File: config.mk
export PLATFORM = sky130hd
export DESIGN_NAME = r2fft_bfly
export DESIGN_NICKNAME = d
export VERILOG_FILES = /design/src/r2fft_pkg.sv /design/src/r2fft_bfly.sv
export SDC_FILE = /design/constraint.sdc
export NUM_CORES = 2
export LEC_CHECK = 0
export BUFFER_PORTS_ARGS = -buffer_cell sky130_fd_sc_hd__buf_2
export CAP_MARGIN = 10
export CORE_ASPECT_RATIO = 0.75
export CORE_MARGIN = 2
export CORE_UTILIZATION = 66
export DETAILED_ROUTE_END_ITERATION = 7
export PLACE_DENSITY = 0.87
export SYNTH_ARGS = -nofsm -noshare
export SYNTH_HDL_FRONTEND = slang
export SYNTH_SLANG_ARGS = --single-unit
File: constraint.sdc
create_clock -name aclk -period 8.7 [get_ports aclk]
set_clock_uncertainty 0.05 [all_clocks]
set_input_delay 1.305 -clock aclk [delete_from_list [all_inputs] [get_ports aclk]]
set_output_delay 1.305 -clock aclk [all_outputs]
set_load 0.005 [all_outputs]
File: src/r2fft_pkg.sv
// Package for the radix-2 FFT unit: register codes, widths and the twiddle table.
// No dependencies.
`timescale 1ns / 1ps
package r2fft_pkg;
    localparam int DATA_W = 24;
    localparam logic [0:0] REG_INVERSE = 1'd0;
    localparam logic [0:0] REG_SIZE    = 1'd1;
    localparam logic signed [DATA_W-1:0] SAT_MAX = 24'sh7FFFFF;
    localparam logic signed [DATA_W-1:0] SAT_MIN = -24'sh800000;

    // cos(2 pi m / 64), m = 0..16, scaled by 1e9
    function automatic longint quarter_cos(input int m);
        case (m)
            0: return 1000000000; 1: return 995184727; 2: return 980785280;
            3: return 956940336; 4: return 923879533; 5: return 881921264;
            6: return 831469612; 7: return 773010453; 8: return 707106781;
            9: return 634393284; 10: return 555570233; 11: return 471396737;
            12: return 382683432; 13: return 290284677; 14: return 195090322;
            15: return 98017140;
            default: return 0;
        endcase
    endfunction

    // fixed quarter-wave value, rounded half up, +1 saturated
    function automatic longint quarter_fixed(input int m, input int frac);
        longint full;
        longint v;
        full = longint'(1) << frac;
        v = (quarter_cos(m) * full + 500000000) / 1000000000;
        if (v > full - 1) v = full - 1;
        return v;
    endfunction

    // cos(2 pi m / 64) in fixed point
    function automatic longint cos64(input int m, input int frac);
        int mm;
        mm = m & 63;
        if (mm <= 16) return quarter_fixed(mm, frac);
        if (mm <= 32) return -quarter_fixed(32 - mm, frac);
        if (mm <= 48) return -quarter_fixed(mm - 32, frac);
        return quarter_fixed(64 - mm, frac);
    endfunction

    // saturate a 26-bit value to 24 bits
    function automatic logic signed [DATA_W-1:0] sat24(input logic signed [DATA_W+1:0] v);
        if (v > DATA_W'(SAT_MAX)) return SAT_MAX;
        if (v < $signed({{2{1'b1}}, SAT_MIN})) return SAT_MIN;
        return v[DATA_W-1:0];
    endfunction
endpackage

File: src/r2fft_bfly.sv
// Butterfly datapath: registered twiddle products, then rounding, add/sub and saturate.
// Depends on r2fft_pkg.
`timescale 1ns / 1ps
module r2fft_bfly #(
    parameter int TW = 16
) (
    input  logic                                aclk,
    input  logic signed [r2fft_pkg::DATA_W-1:0] ar,
    input  logic signed [r2fft_pkg::DATA_W-1:0] ai,
    input  logic signed [r2fft_pkg::DATA_W-1:0] br,
    input  logic signed [r2fft_pkg::DATA_W-1:0] bi,
    input  logic signed [TW-1:0]                c,
    input  logic signed [TW-1:0]                s,
    output logic signed [r2fft_pkg::DATA_W-1:0] xr,
    output logic signed [r2fft_pkg::DATA_W-1:0] xi,
    output logic signed [r2fft_pkg::DATA_W-1:0] yr,
    output logic signed [r2fft_pkg::DATA_W-1:0] yi
);
    import r2fft_pkg::*;
    localparam int PW = DATA_W + TW;
    logic signed [PW-1:0] cbr_reg, sbi_reg, cbi_reg, sbr_reg;
    logic signed [DATA_W-1:0] ar_reg, ai_reg;
    logic signed [PW+1:0] sr, si;
    logic signed [DATA_W+1:0] tr, ti;

    // register the four products and the a operand
    always_ff @(posedge aclk) begin
        cbr_reg <= c * br;
        sbi_reg <= s * bi;
        cbi_reg <= c * bi;
        sbr_reg <= s * br;
        ar_reg  <= ar;
        ai_reg  <= ai;
    end

    // round half up and form both outputs
    always_comb begin
        sr = (PW+2)'(cbr_reg) + (PW+2)'(sbi_reg) + ((PW+2)'(1) <<< (TW-2));
        si = (PW+2)'(cbi_reg) - (PW+2)'(sbr_reg) + ((PW+2)'(1) <<< (TW-2));
        tr = (DATA_W+2)'(sr >>> (TW-1));
        ti = (DATA_W+2)'(si >>> (TW-1));
        xr = sat24((DATA_W+2)'(ar_reg) + tr);
        xi = sat24((DATA_W+2)'(ai_reg) + ti);
        yr = sat24((DATA_W+2)'(ar_reg) - tr);
        yi = sat24((DATA_W+2)'(ai_reg) - ti);
    end
endmodule

# Word level (Yosys, flattened, before mapping)

Cells that the tools add are included.

Add/sub/neg operators: 8
Multiply operators: 4
Magnitude comparators: 8
Muxes and demuxes: 28

Operator list:

| cell                                                            | count |
|---|---|
| two-way mux 24 bit                                              | 16 |
| multiplier 16 x 24 -> 40 bit                                    | 4 |
| greater-than comparator 26 x 24 -> 1 bit, second input constant | 4 |
| < comparator 26 x 24 -> 1 bit, second input constant            | 4 |
| adder 41 x 16 -> 41 bit, second input constant                  | 2 |
| adder 24 x 26 -> 26 bit                                         | 2 |
| subtractor 24 x 26 -> 26 bit                                    | 2 |
| adder 40 x 40 -> 41 bit                                         | 1 |
| subtractor 40 x 40 -> 41 bit                                    | 1 |
| two-way mux 1 bit                                               | 12 |

Flip-flop bits (word level): 208
Input bits: 129
Output and inout bits: 96
Logic and storage cells: 54

# Logic depth before layout (Yosys ltp)

Depth after elaboration: 8
Depth in mapped cells: 27
Gate-level depth less buffers: 27

# Least setup slack after synthesis

Ideal clock, no wire load.

Kind: input to register
Start: input c[2]
End: register cbi_reg[38]
Library setup time: 72 ps
Data arrival time: 7502 ps
Required time: 8578 ps
Setup slack: 1076 ps
Cell stages on the path: 22
Path buffers: 2
Cell sequence: clkbuf_1 -> clkbuf_1 -> nand2_1 -> fa_1 -> inv_1 -> fa_1 -> inv_1 -> fa_1 -> fa_1 -> inv_1 -> fa_1 -> fa_1 -> ha_1 -> nand2_1 -> nor3_1 -> or3_1 -> a21o_1 -> o41ai_1 -> o21ai_0 -> o21a_1 -> nor2_1 -> xnor2_1

Longest elaborated chain between the ends: 1

Ends and longest elaborated chain:

| element                      | line             | RTL |
|---|---|---|
| start, declared              | r2fft_bfly.sv:12 | `input logic signed [TW-1:0] c,` |
| multiplier 16 x 24 -> 40 bit | r2fft_bfly.sv:30 | `cbi_reg <= c * bi;` |
| end signal, assigned         | r2fft_bfly.sv:30 |  |
| end, declared                | r2fft_bfly.sv:21 | `logic signed [PW-1:0] cbr_reg, sbi_reg, cbi_reg, sbr_reg;` |

Every way passes these cells.

# Worst setup path after layout

Start: register cbi_reg[16]
End: output yi[22] (netlist name)

Longest elaborated chain between the ends: 8
Elaborated cells between the ends (all ways): 11
Those cells by class: add/sub (3); order compare (2); mux (6)

Ends and longest elaborated chain:

| element                          | line             | RTL |
|---|---|---|
| subtractor 40 x 40 -> 41 bit (*) | r2fft_bfly.sv:39 | `si = (PW+2)'(cbi_reg) - (PW+2)'(sbr_reg) + ((PW+2)'(1) <<< (TW-2));` |
| adder 41 x 16 -> 41 bit (*)      | r2fft_bfly.sv:39 |  |
| subtractor 24 x 26 -> 26 bit (*) | r2fft_bfly.sv:45 | `yi = sat24((DATA_W+2)'(ai_reg) - ti);` |
| < comparator 26 x 24 -> 1 bit    | r2fft_pkg.sv:47  | `if (v < $signed({{2{1'b1}}, SAT_MIN})) return SAT_MIN;` |
| two-way mux 1 bit (2 in series)  | r2fft_pkg.sv:47  |  |
| two-way mux 24 bit               | r2fft_pkg.sv:48  | `return v[DATA_W-1:0];` |
| two-way mux 24 bit (*)           | r2fft_pkg.sv:47  |  |
| end, declared                    | r2fft_bfly.sv:17 | `output logic signed [r2fft_pkg::DATA_W-1:0] yi` |

Every way passes the cells marked *; elsewhere a longest branch is shown, timed or not. The select of a mux whose other input is x is not followed.

==> summary.txt <==
most frequent cell after synthesis = inv_1
Overall Global Routing Usage = 0.359
M1 GR Usage = 0.497
EDFF count, synth = 0
Setup CP Type = flip-flop to output port
Max Cap Violations = 0
Gate Count Post-Synth = 7826
ys async rst share = 0
Critical Path End Type = output port
length of the first detailed-routing pass in iterations = 8
clk sinks = 208
WL/cell = 20.1 um
via/cell ratio = 5.84
Total Wirelength = 186 mm
io pins = 225
Max FO, Critical Path = 16
synth warn = 0
Critical Path AT = 6.94 ns
Chip Width = 377 um
unique cell type count in the Yosys netlist = 82
Mapped Avg Cell Area = 8.79 um2
Fillers = 7392
chip height = 284 um
vias in the first global route = 57.9k
largest net degree at the start of global routing = 40
register area = 4160 um2
register area share after synthesis = 0.0605
area of the multi-input gates = 56300 um2
CTS Hold Bufs = 0
Synth Cell Area = 68800 um2
endpoints failing setup = 0
met2 usage = 0.538
Max clock buf depth = 3
Worst-Margin Slew = 1.31 ns
RSZ-0062 raised after global routing = no
hold_sp = ai[12]
Achievable Freq = 0.121 GHz
CTS clock-pin slew for the worst setup and hold paths = 0.07 ns
leading post-synthesis cells by cell area = fa_1 44%, ha_1 12%, inv_1 10%, dfxtp_1 6.1%, nand2_1 5.7%
first-pass GRT wire length = 303 mm
CP startpoint kind = flip-flop
initial antenna violation count = 20
DRC = 0
Main synth FF type = dfxtp_1
Starting Density = 0.666
FF+latch count, synth = 208
grt peak-use layer = met2
headroom to the max-slew limit = 0.129
GP Congestion = 0.966
synthesis-to-finish area growth = 5.06%
cts bufs inserted = 27
core area = 103000 um2
CP Launch Point = cbi_reg[16]
number of DRC markers in iteration 0 = 5127
Hold Crit Depth = 1
row cnt = 102
status = finished clean
Critical Path RT = 7.34 ns
antenna-violating nets left = 0
htree depth = 1
fin. max-slew vios = 0
Synth top cells by count = 1885 x inv_1, 1500 x fa_1, 1040 x nand2_1
layout cell share with drive strength beyond 1 = 0.0582
Total Neg Setup Slack = 0 ns
worst hold path class = input port to flip-flop
HPWL after DPL = 151 mm
die area = 107000 um2
final hold vios = 0
CTS tree = yes
area share of the largest cell type after synthesis = 0.436
min cycle time layout = 8.30 ns
Global Route met3 Usage = 0.108
grt ovf = 0
area leader, netlist = fa_1
NumNets Final = 10.2k
Buffers on Ports = 224
Period Utilization, post-route = 0.954
root buf cell = clkbuf_16
Mapped Nets = 10.1k
vias = 54.0k
==> worst max-delay path, cell delays in order, from the launching register on <==
cell	delay [ns]
dfxtp_1	0.33
ha_1	0.30
ha_1	0.32
a21oi_1	0.17
o21ai_1	0.16
or3_1	0.37
o32a_1	0.23
a31oi_2	0.39
o21bai_1	0.15
a21oi_1	0.32
o21ai_0	0.15
xor2_1	0.18
ha_1	0.49
inv_1	0.13
a21oi_1	0.29
o311ai_0	0.21
a2bb2oi_1	0.25
a211o_1	0.31
a21oi_1	0.29
xnor2_2	0.29
inv_1	0.28
o21ai_4	0.47
a21oi_1	0.13
buf_2	0.15
==> worst paths after layout <==
path	endpoint	slack, ns
max	yi[22]	0.40
min	ai_reg[12]	0.77
==> metal layers <==
layer | vias to the layer above | wire, um
met1 | 26700 | 71600
met3 | 584 | 25800
met4 | 12 | 7430
li1 | 23300 | -
met5 | - | 67
met2 | 3338 | 80800
==> timing repair <==
action                                  4_1_cts  5_1_grt
setup buffers                                 0        6
gates resized for setup                       0       15
endpoints found under the setup margin        0       68
==> cell usage in the layout, fill, tap and decap left out, drive strengths merged, types with 125 or more instances in the layout <==
cell type,Yosys,routed
nor2,253,253
nand2,1040,1040
buf,24,358
dfxtp,208,208
a21oi,292,292
fa,1500,1500
and2,507,507
a21o,124,125
xnor2,235,235
ha,664,664
o21ai,150,150
inv,1885,1889
==> cells by family after synthesis <==
logic type	synth area share
xor+xnor	0.0404
fa+ha+maj	0.557
compound gates	0.0781
simple gates	0.140
mux	0.000291
buf+inv	0.123
flops	0.0605
==> stage by stage <==
step                      utilization  cell area, um2  hold slack, ns  std cells  worst slack, ns
final                           0.700           72300           0.772       9252            0.403
after global placement          0.690           71200            1.36       9179            0.516
after CTS                       0.698           72100           0.762       9228           0.0802
after floorplan                     -           68800            1.28       7826             1.08
after detailed placement        0.690           71200            1.36       9179            0.262
after global routing            0.700           72300           0.771       9245          0.00760
==> area by class of cell <==
type,count,area share
Timing Repair Buffer,358,0.0296
Clock inverter,19,0.00261
Antenna cell,16,0.000554
Tap cell,1352,0.0234
Sequential cell,208,0.0576
Clock buffer,30,0.00964
Multi-Input combinational cell,5383,0.779
Inverter,1886,0.0979
Power is not shown: default switching activity piles up to over one toggle a cycle in this logic, so the estimate is an artifact.
